**config.mk**
```make
export PLATFORM = sky130hd
export DESIGN_NAME = velocity_frame_receiver_crc8_unit_flat
export DESIGN_NICKNAME = d
export VERILOG_FILES = /design/src/hdl/vfr_pkg.sv /design/src/hdl/vfr_if.sv /design/src/hdl/vfr_sat.sv /design/src/hdl/vfr_parser.sv /design/src/hdl/velocity_frame_receiver_crc8_unit.sv /design/src/flat_wrapper.sv
export SDC_FILE = /design/constraint.sdc
export NUM_CORES = 1
export LEC_CHECK = 0
export BUFFER_PORTS_ARGS = -buffer_cell sky130_fd_sc_hd__clkbuf_2
export CAP_MARGIN = 20
export CELL_PAD_IN_SITES_DETAIL_PLACEMENT = 1
export CELL_PAD_IN_SITES_GLOBAL_PLACEMENT = 1
export CORE_MARGIN = 4
export CORE_UTILIZATION = 50
export CTS_CLUSTER_SIZE = 25
export DETAILED_ROUTE_END_ITERATION = 7
export GPL_TIMING_DRIVEN = 1
export PLACE_DENSITY_LB_ADDON = 0.1
export SLEW_MARGIN = 30
export SYNTH_ARGS = -nofsm -noshare
export SYNTH_HDL_FRONTEND = slang
export SYNTH_SLANG_ARGS = --single-unit
```
**constraint.sdc**
```tcl
create_clock -name i_clk -period 15.2 [get_ports i_clk]
set_clock_uncertainty 0.15 [all_clocks]
set_input_delay 4.56 -clock i_clk [delete_from_list [all_inputs] [get_ports i_clk]]
set_output_delay 4.56 -clock i_clk [all_outputs]
set_load 0.02 [all_outputs]
```
**src/hdl/vfr_pkg.sv**
```systemverilog
package vfr_pkg;

    localparam int          MAX_PAYLOAD_DEF = 12;
    localparam int          CAPTURE_BYTES   = 5;
    localparam logic [7:0]  HDR0            = 8'h55;
    localparam logic [7:0]  HDR1            = 8'hAA;
    localparam logic [7:0]  CRC_POLY        = 8'h8C;
    localparam logic [14:0] LIMIT_RESET     = 15'd500;

    typedef enum logic [2:0] {
        PH_HUNT = 3'd0,
        PH_LEN  = 3'd1,
        PH_PAY  = 3'd2,
        PH_CRC  = 3'd3,
        PH_TR0  = 3'd4,
        PH_TR1  = 3'd5
    } t_phase;

    typedef enum logic [1:0] {
        ST_OK  = 2'd0,
        ST_CRC = 2'd1,
        ST_LEN = 2'd2
    } t_status;

    // One completed frame or one rejected frame, seen by the top level.
    typedef struct packed {
        logic                                valid;
        t_status                             status;
        logic [CAPTURE_BYTES-1:0][7:0]       payload;
    } t_frame_evt;

    // Reflected CRC-8, polynomial 0x8C, one byte per call.
    function automatic logic [7:0] crc8_update(input logic [7:0] crc, input logic [7:0] b);
        logic [7:0] c;
        c = crc ^ b;
        for (int i = 0; i < 8; i++) begin
            if (c[0]) begin
                c = (c >> 1) ^ CRC_POLY;
            end else begin
                c = c >> 1;
            end
        end
        return c;
    endfunction

    localparam logic [7:0] CRC_HDR = crc8_update(crc8_update(8'h00, HDR0), HDR1);

endpackage

```
**src/hdl/vfr_if.sv**
```systemverilog
interface vfr_rx_if;
    logic       valid;
    logic       ready;
    logic [7:0] rx_byte;

    modport source (output valid, output rx_byte, input ready);
    modport sink   (input valid, input rx_byte, output ready);
endinterface

interface vfr_res_if;
    logic               valid;
    logic               ready;
    logic [1:0]         status;
    logic signed [15:0] left_speed;
    logic signed [15:0] right_speed;
    logic [7:0]         ctrl_flag;

    modport source (output valid, output status, output left_speed, output right_speed,
                    output ctrl_flag, input ready);
    modport sink   (input valid, input status, input left_speed, input right_speed,
                    input ctrl_flag, output ready);
endinterface

```
**src/hdl/vfr_sat.sv**
```systemverilog
module vfr_sat (
    input  logic [7:0]         i_lo,
    input  logic [7:0]         i_hi,
    input  logic [14:0]        i_limit,
    output logic signed [15:0] o_speed
);

    logic signed [16:0] w_raw;
    logic signed [16:0] w_pos;
    logic signed [16:0] w_neg;
    logic signed [16:0] w_sel;

    assign w_raw = 17'(signed'({i_hi, i_lo}));
    assign w_pos = signed'({2'b00, i_limit});
    assign w_neg = -w_pos;

    always_comb begin
        priority if (w_raw > w_pos) begin
            w_sel = w_pos;
        end else if (w_raw < w_neg) begin
            w_sel = w_neg;
        end else begin
            w_sel = w_raw;
        end
    end

    // The limit is at most 32767, so the result always fits in 16 bits.
    assign o_speed = w_sel[15:0];

endmodule

```
**src/hdl/vfr_parser.sv**
```systemverilog
module vfr_parser #(
    parameter int MAX_PAYLOAD = vfr_pkg::MAX_PAYLOAD_DEF
) (
    input  logic                i_clk,
    input  logic                i_rst_n,
    input  logic                i_step,
    input  logic [7:0]          i_byte,
    output vfr_pkg::t_frame_evt o_evt
);

    localparam int LW = $clog2(MAX_PAYLOAD + 1);

    vfr_pkg::t_phase r_phase, n_phase;
    logic [7:0]      r_prev, n_prev;
    logic [LW-1:0]   r_len, n_len;
    logic [LW-1:0]   r_cnt, n_cnt;
    logic [7:0]      r_crc, n_crc;
    logic [7:0]      r_payload [vfr_pkg::CAPTURE_BYTES];

    logic [7:0]      w_crc_next;
    logic            w_len_bad;
    logic            w_crc_bad;
    logic [LW-1:0]   w_cnt_inc;

    assign w_crc_next = vfr_pkg::crc8_update(r_crc, i_byte);
    assign w_len_bad  = (i_byte < 8'(vfr_pkg::CAPTURE_BYTES)) || (i_byte > 8'(MAX_PAYLOAD));
    assign w_crc_bad  = (i_byte != r_crc);
    assign w_cnt_inc  = r_cnt + LW'(1);

    // Next state.
    always_comb begin
        n_phase = r_phase;
        n_prev  = r_prev;
        n_len   = r_len;
        n_cnt   = r_cnt;
        n_crc   = r_crc;
        unique case (r_phase)
            vfr_pkg::PH_LEN: begin
                if (w_len_bad) begin
                    n_phase = vfr_pkg::PH_HUNT;
                    n_prev  = '0;
                    n_len   = '0;
                    n_cnt   = '0;
                    n_crc   = '0;
                end else begin
                    n_crc   = w_crc_next;
                    n_len   = i_byte[LW-1:0];
                    n_cnt   = '0;
                    n_phase = vfr_pkg::PH_PAY;
                end
            end
            vfr_pkg::PH_PAY: begin
                n_crc = w_crc_next;
                n_cnt = w_cnt_inc;
                if (w_cnt_inc >= r_len) begin
                    n_phase = vfr_pkg::PH_CRC;
                end
            end
            vfr_pkg::PH_CRC: begin
                if (w_crc_bad) begin
                    n_phase = vfr_pkg::PH_HUNT;
                    n_prev  = '0;
                    n_len   = '0;
                    n_cnt   = '0;
                    n_crc   = '0;
                end else begin
                    n_phase = vfr_pkg::PH_TR0;
                end
            end
            vfr_pkg::PH_TR0: begin
                n_phase = vfr_pkg::PH_TR1;
            end
            vfr_pkg::PH_TR1: begin
                n_phase = vfr_pkg::PH_HUNT;
                n_prev  = '0;
                n_len   = '0;
                n_cnt   = '0;
                n_crc   = '0;
            end
            default: begin
                // Hunting, and any unused phase code behaves the same way.
                n_phase = vfr_pkg::PH_HUNT;
                if (i_byte == vfr_pkg::HDR1) begin
                    if (r_prev == vfr_pkg::HDR0) begin
                        n_crc   = vfr_pkg::CRC_HDR;
                        n_len   = '0;
                        n_cnt   = '0;
                        n_phase = vfr_pkg::PH_LEN;
                    end
                end else begin
                    n_prev = i_byte;
                end
            end
        endcase
    end

    // Outputs.
    always_comb begin
        o_evt.valid  = 1'b0;
        o_evt.status = vfr_pkg::ST_OK;
        for (int i = 0; i < vfr_pkg::CAPTURE_BYTES; i++) begin
            o_evt.payload[i] = r_payload[i];
        end
        unique case (r_phase)
            vfr_pkg::PH_LEN: begin
                o_evt.valid  = i_step && w_len_bad;
                o_evt.status = vfr_pkg::ST_LEN;
            end
            vfr_pkg::PH_CRC: begin
                o_evt.valid  = i_step && w_crc_bad;
                o_evt.status = vfr_pkg::ST_CRC;
            end
            vfr_pkg::PH_TR1: begin
                o_evt.valid  = i_step;
                o_evt.status = vfr_pkg::ST_OK;
            end
            default: begin
                o_evt.valid  = 1'b0;
                o_evt.status = vfr_pkg::ST_OK;
            end
        endcase
    end

    always_ff @(posedge i_clk) begin
        if (!i_rst_n) begin
            r_phase <= vfr_pkg::PH_HUNT;
            r_prev  <= '0;
            r_len   <= '0;
            r_cnt   <= '0;
            r_crc   <= '0;
        end else if (i_step) begin
            r_phase <= n_phase;
            r_prev  <= n_prev;
            r_len   <= n_len;
            r_cnt   <= n_cnt;
            r_crc   <= n_crc;
        end
    end

    // Only the first payload bytes are kept; later ones only feed the CRC.
    always_ff @(posedge i_clk) begin
        for (int i = 0; i < vfr_pkg::CAPTURE_BYTES; i++) begin
            if (i_step && (r_phase == vfr_pkg::PH_PAY) && (r_cnt == LW'(i))) begin
                r_payload[i] <= i_byte;
            end
        end
    end

endmodule

```
**src/hdl/velocity_frame_receiver_crc8_unit.sv**
```systemverilog
// A result beat is registered when the parser steps on the byte that completes or rejects a frame.
// Throughput: one received byte per cycle while the result side is ready.
// Each byte passes an input register, the combinational parser and saturation logic, and the
// result register; the input register holds one byte while a result waits to be taken.
// Reset (synchronous, active low) returns to header hunting, empties both registers and
// sets the speed limit to 500.
module velocity_frame_receiver_crc8_unit #(
    parameter int MAX_PAYLOAD = vfr_pkg::MAX_PAYLOAD_DEF
) (
    input  logic        i_clk,
    input  logic        i_rst_n,
    vfr_rx_if.sink      i_rx,
    vfr_res_if.source   o_res,
    input  logic        i_cfg_we,
    input  logic [14:0] i_cfg_wdata
);

    logic                r_in_valid;
    logic [7:0]          r_in_byte;
    logic [14:0]         r_speed_limit;
    logic                r_out_valid;
    vfr_pkg::t_status    r_out_status;
    logic signed [15:0]  r_out_left;
    logic signed [15:0]  r_out_right;
    logic [7:0]          r_out_flag;

    logic                w_advance;
    logic                w_accept;
    vfr_pkg::t_frame_evt w_evt;
    logic signed [15:0]  w_left;
    logic signed [15:0]  w_right;
    logic                w_ok;

    assign w_advance  = r_in_valid && (!r_out_valid || o_res.ready);
    assign i_rx.ready = !r_in_valid || w_advance;
    assign w_accept   = i_rx.valid && i_rx.ready;

    vfr_parser #(
        .MAX_PAYLOAD(MAX_PAYLOAD)
    ) u_parser (
        .i_clk  (i_clk),
        .i_rst_n(i_rst_n),
        .i_step (w_advance),
        .i_byte (r_in_byte),
        .o_evt  (w_evt)
    );

    vfr_sat u_sat_left (
        .i_lo   (w_evt.payload[0]),
        .i_hi   (w_evt.payload[1]),
        .i_limit(r_speed_limit),
        .o_speed(w_left)
    );

    vfr_sat u_sat_right (
        .i_lo   (w_evt.payload[2]),
        .i_hi   (w_evt.payload[3]),
        .i_limit(r_speed_limit),
        .o_speed(w_right)
    );

    assign w_ok = (w_evt.status == vfr_pkg::ST_OK);

    always_ff @(posedge i_clk) begin
        if (!i_rst_n) begin
            r_in_valid    <= 1'b0;
            r_out_valid   <= 1'b0;
            r_speed_limit <= vfr_pkg::LIMIT_RESET;
        end else begin
            if (w_accept) begin
                r_in_valid <= 1'b1;
            end else if (w_advance) begin
                r_in_valid <= 1'b0;
            end
            if (w_advance && w_evt.valid) begin
                r_out_valid <= 1'b1;
            end else if (o_res.ready) begin
                r_out_valid <= 1'b0;
            end
            if (i_cfg_we) begin
                r_speed_limit <= i_cfg_wdata;
            end
        end
    end

    always_ff @(posedge i_clk) begin
        if (w_accept) begin
            r_in_byte <= i_rx.rx_byte;
        end
        if (w_advance && w_evt.valid) begin
            r_out_status <= w_evt.status;
            r_out_left   <= w_ok ? w_left : 16'sd0;
            r_out_right  <= w_ok ? w_right : 16'sd0;
            r_out_flag   <= w_ok ? w_evt.payload[4] : 8'd0;
        end
    end

    assign o_res.valid       = r_out_valid;
    assign o_res.status      = r_out_status;
    assign o_res.left_speed  = r_out_left;
    assign o_res.right_speed = r_out_right;
    assign o_res.ctrl_flag   = r_out_flag;

endmodule

```
**src/flat_wrapper.sv**
```systemverilog
// flat-port wrapper written by rule: the top's interface ports become plain ports
module velocity_frame_receiver_crc8_unit_flat 
#(
    parameter int MAX_PAYLOAD = vfr_pkg::MAX_PAYLOAD_DEF
)
  (i_clk, i_rst_n, i_cfg_we, i_cfg_wdata, i_rx_valid, i_rx_rx_byte, i_rx_ready, o_res_valid, o_res_status, o_res_left_speed, o_res_right_speed, o_res_ctrl_flag, o_res_ready);
  vfr_rx_if i_rx_i ();
  vfr_res_if o_res_i ();
  input  logic i_clk;
  input  logic i_rst_n;
  input  logic i_cfg_we;
  input  logic [14:0] i_cfg_wdata;
  input wire logic [$bits(i_rx_i.valid)-1:0] i_rx_valid;
  input wire logic [$bits(i_rx_i.rx_byte)-1:0] i_rx_rx_byte;
  output wire logic [$bits(i_rx_i.ready)-1:0] i_rx_ready;
  output wire logic [$bits(o_res_i.valid)-1:0] o_res_valid;
  output wire logic [$bits(o_res_i.status)-1:0] o_res_status;
  output wire logic [$bits(o_res_i.left_speed)-1:0] o_res_left_speed;
  output wire logic [$bits(o_res_i.right_speed)-1:0] o_res_right_speed;
  output wire logic [$bits(o_res_i.ctrl_flag)-1:0] o_res_ctrl_flag;
  input wire logic [$bits(o_res_i.ready)-1:0] o_res_ready;
  assign i_rx_i.valid = i_rx_valid;
  assign i_rx_i.rx_byte = i_rx_rx_byte;
  assign i_rx_ready = i_rx_i.ready;
  assign o_res_valid = o_res_i.valid;
  assign o_res_status = o_res_i.status;
  assign o_res_left_speed = o_res_i.left_speed;
  assign o_res_right_speed = o_res_i.right_speed;
  assign o_res_ctrl_flag = o_res_i.ctrl_flag;
  assign o_res_i.ready = o_res_ready;
  velocity_frame_receiver_crc8_unit #(.MAX_PAYLOAD(MAX_PAYLOAD)) u_core (.i_clk(i_clk), .i_rst_n(i_rst_n), .i_rx(i_rx_i), .o_res(o_res_i), .i_cfg_we(i_cfg_we), .i_cfg_wdata(i_cfg_wdata));
endmodule
```
; ---- Yosys cells after proc, flatten, opt, wreduce, memory -nomap -nowiden
; Memory sizes are Yosys's and may differ from the RTL's. A register that Yosys moved wholly into a read port is not among the register bits.
; Index checks and enable logic that the tools add are counted.
[classes]
reduce_logical = 40
mux = 59
bitwise = 12
add_sub_neg = 2
eq_ne = 16
order_cmp = 7
[op_table]
columns = cell, n
row1 = 2-to-1 mux 8 bit, 18
row2 = one-hot mux 8 bit (5 select lines), 1
row3 = less-than comparator 16 x 17 -> 1 bit, 2
row4 = > comparator 16 bit, 2
row5 = 2-to-1 mux 16 bit, 2
row6 = one-hot mux 4 bit (4 select lines), 2
row7 = one-hot mux 8 bit (4 select lines), 1
row8 = OR reduction 8 bit, 4
row9 = 2-to-1 mux 15 bit, 2
row10 = NOT 2 -> 3 bit, 8
row11 = 2-to-1 mux 1 bit, 20
row12 = AND reduction 5 bit, 4
row13 = 2-to-1 mux 3 bit, 6
row14 = negation 15 -> 17 bit, 1
row15 = 2-to-1 mux 4 bit, 4
row16 = nonzero test 4 bit, 4
row17 = one-hot mux 3 bit (5 select lines), 1
row18 = logical AND 1 bit, 11
row19 = nonzero test 5 bit, 2
row20 = one-hot mux 3 bit (3 select lines), 1
row21 = "equality test 4 x 2 -> 1 bit, second input constant", 2
row22 = "equality test 8 x 7 -> 1 bit, second input constant", 1
row23 = "equality test 8 bit, second input constant", 1
row24 = "> comparator 8 x 4 -> 1 bit, second input constant", 1
row25 = other kinds (21), 35
[totals]
out_inout_bits = 44
register_bits = 86
ram_bits = 40
memories = 1
[mem_list]
columns = memory, words, width, rd, rd_clocked_by_memory_dff, wr, line
row1 = u_core.u_parser.r_payload, 5, 8, 5, 1, 1, vfr_parser.sv:18  ; logic [7:0] r_payload [vfr_pkg::CAPTURE_BYTES];

; ---- Depth between registers and ports, before layout
[depth]
ltp_word = 19
mapped_depth = 20
ltp_nobuf = 18

; ---- Hierarchy
; Synthesis repeated with hierarchy kept, for this count alone.
[unflattened]
hier_cells = 813
area_unflattened_um2 = 8524.4
[by_module_without_submodules]
columns = mod, area_per_inst_um2, cells_per_inst, seq_area_each_um2, instances
row1 = vfr_parser, 3110.5, 248, 1741.7, 1
row2 = vfr_sat, 1485.2, 204, 0.0, 2
row3 = velocity_frame_receiver_crc8_unit, 2443.6, 157, 1841.8, 1

; ---- Worst setup path before layout
; OpenSTA, ideal clock, no wires.
[synth_timing]
path_type = input to output
startpoint = input port o_res_ready
endpoint = output port i_rx_ready
t_required_ns = 10.490
stages = 2
slack_ns = 5.579
arrival_time_ns = 4.911
n_path_buf = 0
cell_sequence = nor2b_1 nand2_1
[synth_via]
elab_chain_len = 3
[synth_lines]
columns = element, line
row1 = from (decl), flat_wrapper.sv:21  ; input wire logic [$bits(o_res_i.ready)-1:0] o_res_ready;
row2 = logical OR 1 bit, velocity_frame_receiver_crc8_unit.sv:34  ; assign w_advance = r_in_valid && (!r_out_valid || o_res.ready);
row3 = logical AND 1 bit, velocity_frame_receiver_crc8_unit.sv:34
row4 = logical OR 1 bit, velocity_frame_receiver_crc8_unit.sv:35  ; assign i_rx.ready = !r_in_valid || w_advance;
row5 = to (decl), flat_wrapper.sv:15  ; output wire logic [$bits(i_rx_i.ready)-1:0] i_rx_ready;
; Every way passes these cells.

; ---- Worst setup path after layout
; Ends and elaborated chain as after synthesis.

==> results.toml <==
[outcome]
outcome = "finished clean"

[global_routing]
grt_max_degree = 45
grt_pass1_wl_um = 36300
grt.overflow.total = 0
antenna_found_initial = 0
grt_pass1_vias = 6435
grt_usage = 0.266

[sta]
slew_headroom = 0.388
slew_violations = 0
clock.fmax_ghz = 0.101
rsz0062_at_grt = "false"
hold_viol = 0
fin_tns_setup_ns = 0
setup_viol = 0
fin_crit_ns = 9.86
worst-slew-pin-transition_ns = 0.918
period_share = 0.648

[logic_synthesis]
async_flop_share = 0
synth.avg_cell_area_sq_um = 10.3
yosysMostFrequentCell = "edfxtp_1"
ys.flop_type = "edfxtp_1"
postSynthCellCount = 753
synth_common_cells = "edfxtp_1, ha_1, nand2_1, dfxtp_1, a21oi_1"
ys_top_cells_by_area = "edfxtp_1, dfxtp_1, ha_1, nand2_1, xnor2_1"
synth_area_sq_mm = 0.00777
synth_fp_nets = 848
netlist.area_leader.share = 0.348
ys_types = 65
synth_edf_count = 90
ys_seq_area_frac = 0.461
yosys.area.top_type = "edfxtp_1"
ys_ff_latch = 134
yosys_warnings = 0

[worst_setup_path]
start_kind = "primary input"
crit_path_end_kind = "output pin"
cp_data_arrival_time_ns = 5.15
path_common_cell = "clkbuf_2"
path_cells = "clkbuf_2, nor2b_1, nand2_1, clkbuf_2"
cp_slowest_cell = "nor2b_1"
r2r-end = "u_core.o_res.left_speed[1]$_SDFFCE_PP0P_"
timing.reg2reg.setup_slack_ns = 9.25
worstSetupPathType = "primary input to output pin"
critical-path-top-delay-family = "simple AND/OR/NAND/NOR gates"
rr_worst_depth = 18
crit_buf_inv = 2
cp_data_required_time_ns = 10.49
cp_max_fo = 4
r2r-start = "u_core.r_speed_limit[1]$_SDFFE_PN0P_"
max_stage_delay_ns = 0.22

[min_path]
hold_depth = 2
hp-start = "u_core.u_parser.r_prev[2]$_SDFFE_PN0P_"
hold_end = "u_core.u_parser.r_prev[2]$_SDFFE_PN0P_"
hold_class = "flop to flop"

[cts]
cts_buffers = 17
cts_setup_buffers = 0
cts_resized = 0
cts.sinks = 134
h-tree-depth = 4
clk_pin_slew_ns = 0.06
cts_buffer_depth = 2
cts-hold-fix-buffers = 0
clkLatencyLatePin_ns = 0.43
cts-root-buf = "clkbuf_16"
tritoncts = "built"

[power_and_ir_drop]
p_per_area_mw_per_mm2 = 106
total_power_w = 0.000947
peakVddDrop_mv = 0.0930
cellLeakagePower_nw = 3.56

[placed_design]
globalplace.congestion = 0.920
dp_hpwl_um = 16500
io_buffers = 71

[routing]
num_vias = 6209
drtIter0Drc = 514
drc_errors = 0
dr_wl_met3_um = 993
met1_length_um = 9860
post_drt_wl_per_cell_um = 22.1
antenna_left = 0
met2_wirelength_um = 11400
top_layer = "met4"
wirelength_um = 22600
via_per_inst = 6.08
dr.pass1.iters = 7

[final_layout]
final_nets = 916
num_antenna_cells = 0
area_growth_pct = 14.9
post-route-util = 0.587
layout-drive-gt1-share = 0.155

[job]
cap_violations = 0

[floorplan]
ios = 72
die_area_sq_mm = 0.0176
die_h_um = 133
coreArea_sq_mm = 0.0152
rows = 45
initial_core_util = 0.511
die_x_um = 133
-- worst max path at each step --
stage | startpoint | endpoint | slack (ns) | cells past startpoint
final | o_res_ready | i_rx_ready | 5.34 | 4
after global routing | o_res_ready | i_rx_ready | 5.30 | 4
after CTS | o_res_ready | i_rx_ready | 5.34 | 4
after detailed placement | o_res_ready | i_rx_ready | 5.34 | 4
after global placement | o_res_ready | i_rx_ready | 5.41 | 4
after floorplan | o_res_ready | i_rx_ready | 5.58 | 2
-- where the power goes --
group          leakage [nW]  switching, W  internal (W)
combinational          2.08     0.0000558     0.0000382
sequential             1.17     0.0000151      0.000397
clock                 0.307      0.000187      0.000253
total                  3.56      0.000258      0.000689
-- area by class of cell --
cell class                      count  area (sq um)
Clock inverter                     15           208
Inverter                           33           124
Sequential cell                   134          3580
Clock buffer                       17           425
Timing Repair Buffer               78           408
Multi-Input combinational cell    557          3950
Fill cell                        1676          6270
Tap cell                          188           235
-- state kept, by name, indices dropped and copies added (netlist names) --
register                   flops
u_core.o_res.ctrl_flag         8
u_core.r_in_valid              1
u_core.o_res.status            2
u_core.r_speed_limit          15
u_core.u_parser.r_len          4
u_core.u_parser.r_crc          8
u_core.o_res.valid             1
u_core.u_parser.r_payload     40
u_core.u_parser.r_cnt          4
u_core.r_in_byte               8
u_core.o_res.left_speed       16
u_core.u_parser.r_phase        3
u_core.o_res.right_speed      16
u_core.u_parser.r_prev         8
-- metrics by stage --
| step | area, sq um | setup slack (ns) | hold WS, ns | std cells |
|---|---|---|---|---|
| floorplan | 7770 | 5.58 | 0.286 | 753 |
| global route | 8930 | 5.30 | 0.365 | 1022 |
| finish | 8930 | 5.34 | 0.335 | 1022 |
| CTS | 8930 | 5.34 | 0.335 | 1022 |
| global placement | 8300 | 5.41 | 0.299 | 990 |
| detailed placement | 8300 | 5.34 | 0.313 | 990 |
-- per-layer routing --
metal  vias up  global-route usage
met2       161               0.467
met4         0              0.0699
li1       2922                   -
met1      3100               0.342
met5         -                   0
met3        26              0.0426
-- worst reg2reg max path: cells and delay by family, from the launching register on --
| kind | cells | cell delay [ns] |
|---|---|---|
| AO/OA/AOI/OAI | 4 | 1.21 |
| XOR/XNOR | 1 | 0.21 |
| adder cells (fa/ha/maj) | 2 | 0.65 |
| buffers and inverters | 2 | 0.32 |
| flip-flops | 1 | 0.38 |
| multiplexers | 2 | 0.86 |
| AND/OR/NAND/NOR | 7 | 1.92 |
-- kinds of logic (layout without fill, tap and decap cells) --
family,after synthesis,in the layout,share of synthesized area
AO/OA/AOI/OAI,181,181,0.156
XOR/XNOR,36,36,0.0406
adder cells (fa/ha/maj),67,67,0.108
buffers and inverters,62,143,0.0314
flip-flops,134,134,0.461
multiplexers,23,23,0.0320
AND/OR/NAND/NOR,250,250,0.170
-- cell usage in the layout, fill, tap and decap left out, types with 7 or more instances in the layout --
master	instances
and2_1	21
xnor2_1	27
inv_1	32
or3_1	12
buf_4	7
o21ai_0	30
ha_1	67
nand4_1	9
clkbuf_16	17
nor2_1	34
o211ai_1	11
clkbuf_2	71
a31oi_1	21
nand3_1	36
a21oi_1	38
edfxtp_1	90
nor2b_1	23
xor2_1	9
dfxtp_1	44
a21boi_0	12
a21o_1	21
o21a_1	8
mux2i_1	20
nand2b_1	8
nand2_1	63
nor4_1	9
nor3_1	14
Note: power is estimated with default switching activity, not from simulation.
